$ cat config.mk
export PLATFORM = sky130hd
export DESIGN_NAME = tsd_term
export DESIGN_NICKNAME = d
export VERILOG_FILES = /design/src/sv/taylor_sine_degree15_unit_macros.svh /design/src/sv/tsd_pkg.sv /design/src/sv/tsd_term.sv
export SDC_FILE = /design/constraint.sdc
export NUM_CORES = 2
export LEC_CHECK = 0
export ABC_CLOCK_PERIOD_IN_PS = 33600
export BUFFER_PORTS_ARGS = -buffer_cell sky130_fd_sc_hd__buf_4
export CAP_MARGIN = 20
export CORE_MARGIN = 1.5
export CORE_UTILIZATION = 45
export DETAILED_ROUTE_END_ITERATION = 10
export SLEW_MARGIN = 40
export SYNTH_ARGS = -nofsm -noshare
export SYNTH_HDL_FRONTEND = slang
export SYNTH_SLANG_ARGS = --single-unit
$ cat constraint.sdc
create_clock -name clk -period 33.6 [get_ports clk]
set_input_delay 3.36 -clock clk [delete_from_list [all_inputs] [get_ports clk]]
set_output_delay 3.36 -clock clk [all_outputs]
set_load 0.1 [all_outputs]
$ cat src/sv/taylor_sine_degree15_unit_macros.svh
// Assertion macros shared by the Taylor sine unit.
// Define NO_ASSERTIONS to compile every assertion away.
`ifndef TAYLOR_SINE_DEGREE15_UNIT_MACROS_SVH
`define TAYLOR_SINE_DEGREE15_UNIT_MACROS_SVH

`ifndef NO_ASSERTIONS

// The consequent must hold in the same cycle as the antecedent.
`define TSD_ASSERT_IMPL(name, ck, rs, ante, cons) \
  name: assert property (@(posedge ck) disable iff (rs) (ante) |-> (cons)) \
    else $error("tsd assertion failed");

// The consequent must hold in the cycle after the antecedent.
`define TSD_ASSERT_NEXT(name, ck, rs, ante, cons) \
  name: assert property (@(posedge ck) disable iff (rs) (ante) |=> (cons)) \
    else $error("tsd assertion failed");

`else

`define TSD_ASSERT_IMPL(name, ck, rs, ante, cons)
`define TSD_ASSERT_NEXT(name, ck, rs, ante, cons)

`endif

`endif

$ cat src/sv/tsd_pkg.sv
// Package for the Taylor sine unit: fixed-point widths, constants and the
// operand bundle carried down the pipeline. No dependencies.
`timescale 1ns / 1ps
`default_nettype none

package tsd_pkg;

  localparam int ANGLE_W    = 31;
  localparam int SINE_W     = 32;
  localparam int XM_W       = 30;
  localparam int SQ_W       = 2 * XM_W;
  localparam int X2_W       = 32;
  localparam int ACC_W      = 32;
  localparam int AM_W       = 31;
  localparam int P_W        = AM_W + X2_W;
  localparam int FRAC_SHIFT = 28;
  localparam int HALF_SHIFT = FRAC_SHIFT - 1;
  localparam int U_W        = 35;
  localparam int U_LO_W     = 18;
  localparam int U_HI_W     = U_W - U_LO_W;
  localparam int RECIP_W    = 33;
  localparam int RECIP_SHIFT = U_W;
  localparam int PH_W       = U_HI_W + RECIP_W;
  localparam int PL_W       = U_LO_W + RECIP_W;
  localparam int QS_W       = U_W + RECIP_W;
  localparam int Q_W        = 33;
  localparam int D_W        = 9;
  localparam int PROD_W     = XM_W + AM_W;
  localparam int RM_W       = PROD_W - FRAC_SHIFT;

  localparam int TERM_COUNT_DEF = 8;

  localparam logic signed [ANGLE_W-1:0] PI_Q28     = 31'sd843314857;
  localparam logic signed [ANGLE_W-1:0] NEG_PI_Q28 = -31'sd843314857;
  localparam logic [ACC_W-1:0]          ONE_Q30    = 32'd1073741824;
  localparam logic signed [SINE_W-1:0]  SINE_MAX   = 32'sd1073741824;
  localparam logic signed [SINE_W-1:0]  SINE_MIN   = -32'sd1073741824;

  // Operands that every term stage needs besides the running accumulator.
  typedef struct packed {
    logic [XM_W-1:0] xm;
    logic            xneg;
    logic [X2_W-1:0] x2;
  } carry_t;

endpackage

`default_nettype wire

$ cat src/sv/tsd_term.sv
// One Horner step of the Taylor sine: acc' = 1 - sign(acc) * round(|acc| * x^2 / d).
// Four register stages; uses tsd_pkg.
`timescale 1ns / 1ps
`default_nettype none

module tsd_term #(
  parameter int K = 0
) (
  input  wire logic                              clk,
  input  wire logic                              rst,
  input  wire logic                              acc_valid,
  output logic                                   acc_stall,
  input  wire logic signed [tsd_pkg::ACC_W-1:0]  acc,
  input  wire tsd_pkg::carry_t                   carry,
  output logic                                   next_valid,
  input  wire logic                              next_stall,
  output logic signed [tsd_pkg::ACC_W-1:0]       next_acc,
  output tsd_pkg::carry_t                        next_carry
);
  import tsd_pkg::*;

  localparam int DIV = (2 * K + 2) * (2 * K + 3);
  localparam logic [D_W-1:0] DIV_C = D_W'(DIV);
  localparam longint RECIP_L = (longint'(1) << RECIP_SHIFT) / DIV;
  localparam logic [RECIP_W-1:0] RECIP = RECIP_W'(RECIP_L);
  localparam logic [P_W-1:0] ROUND = P_W'(DIV) << HALF_SHIFT;

  logic va, vb, vc, vd;
  logic go_a, go_b, go_c, go_d;

  logic [P_W-1:0]     a_p;
  logic               a_aneg;
  carry_t             a_carry;
  logic [U_W-1:0]     b_u;
  logic [PH_W-1:0]    b_ph;
  logic [PL_W-1:0]    b_pl;
  logic               b_aneg;
  carry_t             b_carry;
  logic [Q_W-1:0]     c_qe;
  logic [U_W-1:0]     c_u;
  logic               c_aneg;
  carry_t             c_carry;
  logic signed [ACC_W-1:0] d_acc;
  carry_t             d_carry;

  logic [ACC_W-1:0]   acc_abs;
  logic [AM_W-1:0]    am;
  logic [P_W-1:0]     a_p_next;
  logic [P_W-1:0]     u_sum;
  logic [U_W-1:0]     u;
  logic [PH_W-1:0]    ph_next;
  logic [PL_W-1:0]    pl_next;
  logic [QS_W-1:0]    qs;
  logic [Q_W+D_W-1:0] qd_full;
  logic [U_W-1:0]     rem;
  logic [Q_W-1:0]     q;
  logic [ACC_W-1:0]   q32;
  logic signed [ACC_W-1:0] acc_next;

  // A stage may load when it is empty or its contents move on.
  assign go_d = ~vd | ~next_stall;
  assign go_c = ~vc | go_d;
  assign go_b = ~vb | go_c;
  assign go_a = ~va | go_b;
  assign acc_stall = ~go_a;

  // Stage A: magnitude of the accumulator times x squared.
  assign acc_abs  = acc[ACC_W-1] ? ACC_W'(-acc) : ACC_W'(acc);
  assign am       = acc_abs[AM_W-1:0];
  assign a_p_next = P_W'(am) * P_W'(carry.x2);

  // Stage B: round to a Q30 numerator, then multiply by the reciprocal of d
  // in two partial products.
  assign u_sum   = a_p + ROUND;
  assign u       = u_sum[FRAC_SHIFT +: U_W];
  assign ph_next = PH_W'(u[U_W-1:U_LO_W]) * PH_W'(RECIP);
  assign pl_next = PL_W'(u[U_LO_W-1:0]) * PL_W'(RECIP);

  // Stage C: the quotient estimate is exact or one short.
  assign qs = (QS_W'(b_ph) << U_LO_W) + QS_W'(b_pl);

  // Stage D: correct the estimate and fold it into the next accumulator.
  assign qd_full  = (Q_W+D_W)'(c_qe) * (Q_W+D_W)'(DIV_C);
  assign rem      = c_u - qd_full[U_W-1:0];
  assign q        = c_qe + Q_W'(rem >= U_W'(DIV_C));
  assign q32      = q[ACC_W-1:0];
  assign acc_next = c_aneg ? signed'(ONE_Q30 + q32) : signed'(ONE_Q30 - q32);

  always_ff @(posedge clk) begin
    if (rst) begin
      va <= 1'b0;
      vb <= 1'b0;
      vc <= 1'b0;
      vd <= 1'b0;
    end else begin
      if (go_a) begin
        va <= acc_valid;
      end
      if (go_b) begin
        vb <= va;
      end
      if (go_c) begin
        vc <= vb;
      end
      if (go_d) begin
        vd <= vc;
      end
    end
  end

  always_ff @(posedge clk) begin
    if (go_a) begin
      a_p     <= a_p_next;
      a_aneg  <= acc[ACC_W-1];
      a_carry <= carry;
    end
    if (go_b) begin
      b_u     <= u;
      b_ph    <= ph_next;
      b_pl    <= pl_next;
      b_aneg  <= a_aneg;
      b_carry <= a_carry;
    end
    if (go_c) begin
      c_qe    <= qs[RECIP_SHIFT +: Q_W];
      c_u     <= b_u;
      c_aneg  <= b_aneg;
      c_carry <= b_carry;
    end
    if (go_d) begin
      d_acc   <= acc_next;
      d_carry <= c_carry;
    end
  end

  assign next_valid = vd;
  assign next_acc   = d_acc;
  assign next_carry = d_carry;

endmodule

`default_nettype wire

## After elaboration in Yosys (flattened, before gate mapping)

Cells that the tools add are included.

| cells by class | value |
|---|---|
| multiply operators | 4 |
| order comparisons | 1 |
| multiplexer cells | 2 |
| $add $sub $neg | 7 |
| bitwise logic cells | 10 |

Operators with widths:

| cell | number |
|---|---|
| 68-bit by 51-bit adder with 68-bit output | 1 |
| 63-bit by 30-bit adder with 63-bit output, second input constant | 1 |
| 31-bit by 32-bit multiplier with 63-bit output | 1 |
| 18-bit by 33-bit multiplier with 51-bit output, second input constant | 1 |
| 17-bit by 33-bit multiplier with 50-bit output, second input constant | 1 |
| 35-bit by 3-bit greater-or-equal comparator with 1-bit output, second input constant | 1 |
| 35-bit subtractor | 1 |
| 33-bit by 2-bit multiplier with 34-bit output, second input constant | 1 |
| 31-bit by 32-bit adder with 32-bit output, first input constant | 1 |
| 32-bit by 1-bit adder with 32-bit output | 1 |
| 32-bit 2-to-1 mux | 1 |
| 31-bit by 32-bit subtractor with 32-bit output, first input constant | 1 |
| 31-bit 2-to-1 mux | 1 |
| 31-bit negation | 1 |
| 1-bit inverter | 6 |
| 1-bit OR | 4 |

| storage, ports and cells | value |
|---|---|
| input bits | 99 |
| flip-flop bits (word level) | 558 |
| word-level logic and storage cells | 50 |
| output and inout bits | 97 |

## Logic depth before layout (Yosys ltp)

| depth | value |
|---|---|
| depth after elaboration | 6 |
| gate-level depth with buffers | 42 |
| gate-level depth less buffers | 42 |

## Least setup slack after synthesis

Ideal clock, no wire load.

| timing path | value |
|---|---|
| path kind | input port to flip-flop |
| start | input port acc[0] (netlist name) |
| end | register a_p[62] (data pin) |
| setup time | 0.260 ns |
| required time | 33.340 ns |
| slack | 20.463 ns |
| arrival | 12.877 ns |
| path buffers | 3 |
| stages on the path | 40 |
| path through | clkbuf_1 > clkbuf_1 > inv_1 > ha_1 > nand2_1 > or3_1 > or2_1 > nand2b_1 > or4_4 > or4_4 > o21ai_1 > xor2_1 > buf_2 > nor2b_1 > fa_1 > fa_1 > inv_1 > fa_1 > [... 4 more ...] > fa_1 > inv_1 > fa_1 > inv_1 > fa_1 > inv_1 > ha_1 > nand2_1 > nor2_1 > nand4_1 > o31ai_2 > a21oi_1 > a2111oi_2 > a31oi_1 > o31ai_1 > a21oi_1 > o21bai_1 > xnor2_1 |

| on the way | value |
|---|---|
| cells in the longest elaborated chain, start to end | 3 |

RTL lines:

| element | line | text |
|---|---|---|
| start: declaration | tsd_term.sv:13 | `input wire logic signed [tsd_pkg::ACC_W-1:0] acc,` |
| 31-bit negation | tsd_term.sv:68 | `assign acc_abs = acc[ACC_W-1] ? ACC_W'(-acc) : ACC_W'(acc);` |
| 31-bit 2-to-1 mux (*) | tsd_term.sv:68 |  |
| 31-bit by 32-bit multiplier with 63-bit output (*) | tsd_term.sv:70 | `assign a_p_next = P_W'(am) * P_W'(carry.x2);` |
| via a_p_next[62] | tsd_term.sv:48 | `logic [P_W-1:0] a_p_next;` |
| end signal: assignment | tsd_term.sv:113 | `a_p <= a_p_next;` |
| end: declaration | tsd_term.sv:31 | `logic [P_W-1:0] a_p;` |

The timed path passes the listed nets; every way through them passes the cells marked *.
A chain may end at the register's enable or synchronous reset.

## Worst setup path after layout

Same ends and word-level chain as after synthesis.

==> results.json <==
{
  "yosysTopAreaCell": "fa_1",
  "grt_usage_pct": 22.9,
  "grt_pass1_vias": 43857,
  "crit_arrival_ps": 14470,
  "reg2reg_from": "a_p[30]",
  "cts_tree": "built",
  "drc": 0,
  "tightestPinTransition_ps": 797,
  "synth_simple_gate_area_share_pct": 11.6,
  "busiest_layer": "met2",
  "timing.rr.end": "b_ph[49]",
  "nets": 7696,
  "synth_edf_count": 504,
  "syn_inst": 5928,
  "cts_buffer_depth": 3,
  "ctsHoldBuffers": 0,
  "synth_area_leaders": "fa_1 33%, edfxtp_1 25%, ha_1 12%",
  "synth_area_um2": 61200,
  "hold_ws_ps": 385,
  "grt_util_met1_pct": 30.5,
  "synth.distinct_cells": 71,
  "drv_cap": 0,
  "yosysMostFrequentCell": "inv_1",
  "routedWlPerCell_um": 19.8,
  "ios": 196,
  "antenna_found_initial": 12,
  "synth_xor_area_share_pct": 4.03,
  "startpoint_type": "input port",
  "dominantRegCellSynth": "edfxtp_1",
  "grt_pass1_wl_um": 245000,
  "clock_latency_ps": 620,
  "synthArstFlopShare_pct": 0,
  "setup_tns_ps": 0,
  "wl_um": 155000,
  "rrSetupSlack_ps": 23660,
  "stdcell_area_um2": 66600,
  "outcome": "finished, final reports clean",
  "synth_top_area_share_pct": 33.3,
  "rows": 135,
  "whs_endpoint": "next_carry[17]",
  "fin_skew_ps": 35.2,
  "cp_common_cell": "fa_1",
  "ys_seq_area_share_pct": 24.8,
  "portBuffers": 195,
  "post_drt_via_cell_ratio": 5.21,
  "start_util_pct": 45.3,
  "synth_top_family_by_area": "adder cells",
  "numCtsBuffers": 49,
  "place_area_um2": 64800,
  "crit_path_max_fanout": 34,
  "finalCritPeriodShare_pct": 42.1,
  "vias": 40831,
  "synthTopCellsByCount": "1240 x inv_1, 1020 x fa_1, 878 x nand2_1",
  "core-area_um2": 135000,
  "syn-mean-instance-area_um2": 10.3,
  "crit_type": "input port to flip-flop",
  "slew_violations": 0,
  "max_freq_mhz": 70.8,
  "hpwl_um": 119000,
  "setup_viol": 0,
  "synth_mux_area_share_pct": 0.121,
  "grt_max_degree": 67,
  "path_buf_inv": 9,
  "cp-end-kind": "flip-flop",
  "ys_ff_latch": 508,
  "hold_path_depth": 0,
  "hold_violations": 0,
  "antenna_left": 0,
  "chipWidth_um": 372,
  "min_from": "c_carry[17]",
  "slew_headroom_pct": 46.9,
  "drtIter0Drc": 2372,
  "cts_sinks": 508,
  "yosysWarnings": 0,
  "cts_resized": 0,
  "fin_crit_ps": 14130,
  "place.gp.congestion": 0.928,
  "gr-total-overflow": 0,
  "synth_compound_area_share_pct": 5.54,
  "worstRegToRegCells": 28,
  "grt_use_met3_pct": 2.64,
  "crit_required_ps": 33940,
  "clk_root_buffer_cell": "clkbuf_16",
  "fp.dieH_um": 372,
  "clk_pin_slew_worst_paths_ps": 60,
  "critPathTopFamily": "adder cells",
  "slowest_delay_ps": 610,
  "cts_setup_buffers": 0,
  "drive_gt1_share_pct": 6.38,
  "htree_levels": 2,
  "area_growth_pct": 8.67,
  "hp-class": "flip-flop to flip-flop",
  "gr-usage-met2_pct": 39.6,
  "drtPass1Iterations": 8,
  "cp_slowest_cell": "a2111oi_2",
  "syn_nets": 7614,
  "die-area_um2": 138000,
  "synthAdderAreaFrac_pct": 44.9,
  "grt_setup_unrepaired": "false"
}
cells in the final DEF (no fill, tap or decap), drive strengths merged, types with 7 or more instances in the layout:
cell and n:
a21boi 11, nand3 57, o21ai 108, nand4 30
o41ai 8, and3 32, and2 193, edfxtp 504
a21o 76, o21bai 22, and4 9, inv 1248
xnor2 188, a2111oi 7, or3 13, o31ai 15
bufinv 10, ha 567, fa 1020, nor2 165
nand2 878, a21oi 157, nand2b 23, o211ai 12
clkinv 13, o21a 31, nor4 7, nor3 36
buf 244, clkbuf 58, nor2b 93, or4 7
a211oi 11, a31oi 21, xor2 94
cell families (layout without fill, tap and decap cells):
family / after synthesis / in the layout
buffers and inverters: 1453 / 1574
and+or+nand+nor: 1563 / 1563
xor gates and xnor gates: 282 / 282
DFF: 508 / 508
other: 0 / 3
AOI/OAI and AO/OA: 528 / 528
muxes: 7 / 7
adders and majority gates: 1587 / 1587
how the worst max path moves through the flow:
| stage | slack, ps | from | endpoint | cells after the start |
|---|---|---|---|---|
| 2_1_floorplan | 20460 | acc[0] | a_p[62] | 40 |
| 3_3_place_gp | 19080 | acc[0] | a_p[62] | 39 |
| 3_5_place_dp | 18880 | acc[0] | a_p[62] | 39 |
| 4_1_cts | 19500 | acc[0] | a_p[62] | 39 |
| 5_1_grt | 18760 | acc[0] | a_p[62] | 39 |
| 6_report | 19470 | acc[0] | a_p[62] | 39 |
state kept, by name, summed over array words and instances, names as in the netlist, 34 cells and up:
register,count
b_u,34
c_u,34
b_carry,63
a_p,35
a_carry,63
b_ph,48
next_carry,63
c_carry,63
per-layer routing:
layer,up-vias,wire [µm]
met4,2,4200
met1,20772,66100
met2,1156,76000
met3,220,8880
met5,-,12
li1,18681,-
worst register-to-register path: cells and delay by family (launching register included):
family	cells	cell delay [ps]
adders and majority gates	7	3640
AOI/OAI and AO/OA	7	2550
and+or+nand+nor	10	2410
xor gates and xnor gates	2	470
DFF	1	400
buffers and inverters	2	240
through the flow:
step / setup slack, ps / util [%] / std cells
2_1_floorplan: 20460 / - / 5928
3_3_place_gp: 19080 / 47.8 / 7739
3_5_place_dp: 18880 / 47.9 / 7740
4_1_cts: 19500 / 49.2 / 7830
5_1_grt: 18760 / 49.2 / 7830
6_report: 19470 / 49.2 / 7833
layout make-up:
type	instances	area, µm²
fillers	12388	68700
multi-input cells	3967	40800
flip-flops and latches	508	15200
inverters	1240	4660
well taps	1781	2230
repair buffers	244	1840
clock buffers	58	1280
clock inverters	32	488
diodes	3	7.51
Power is left out: the tool's default activity adds up to more than one toggle a clock period on the data nets, which glitch-free logic cannot reach.
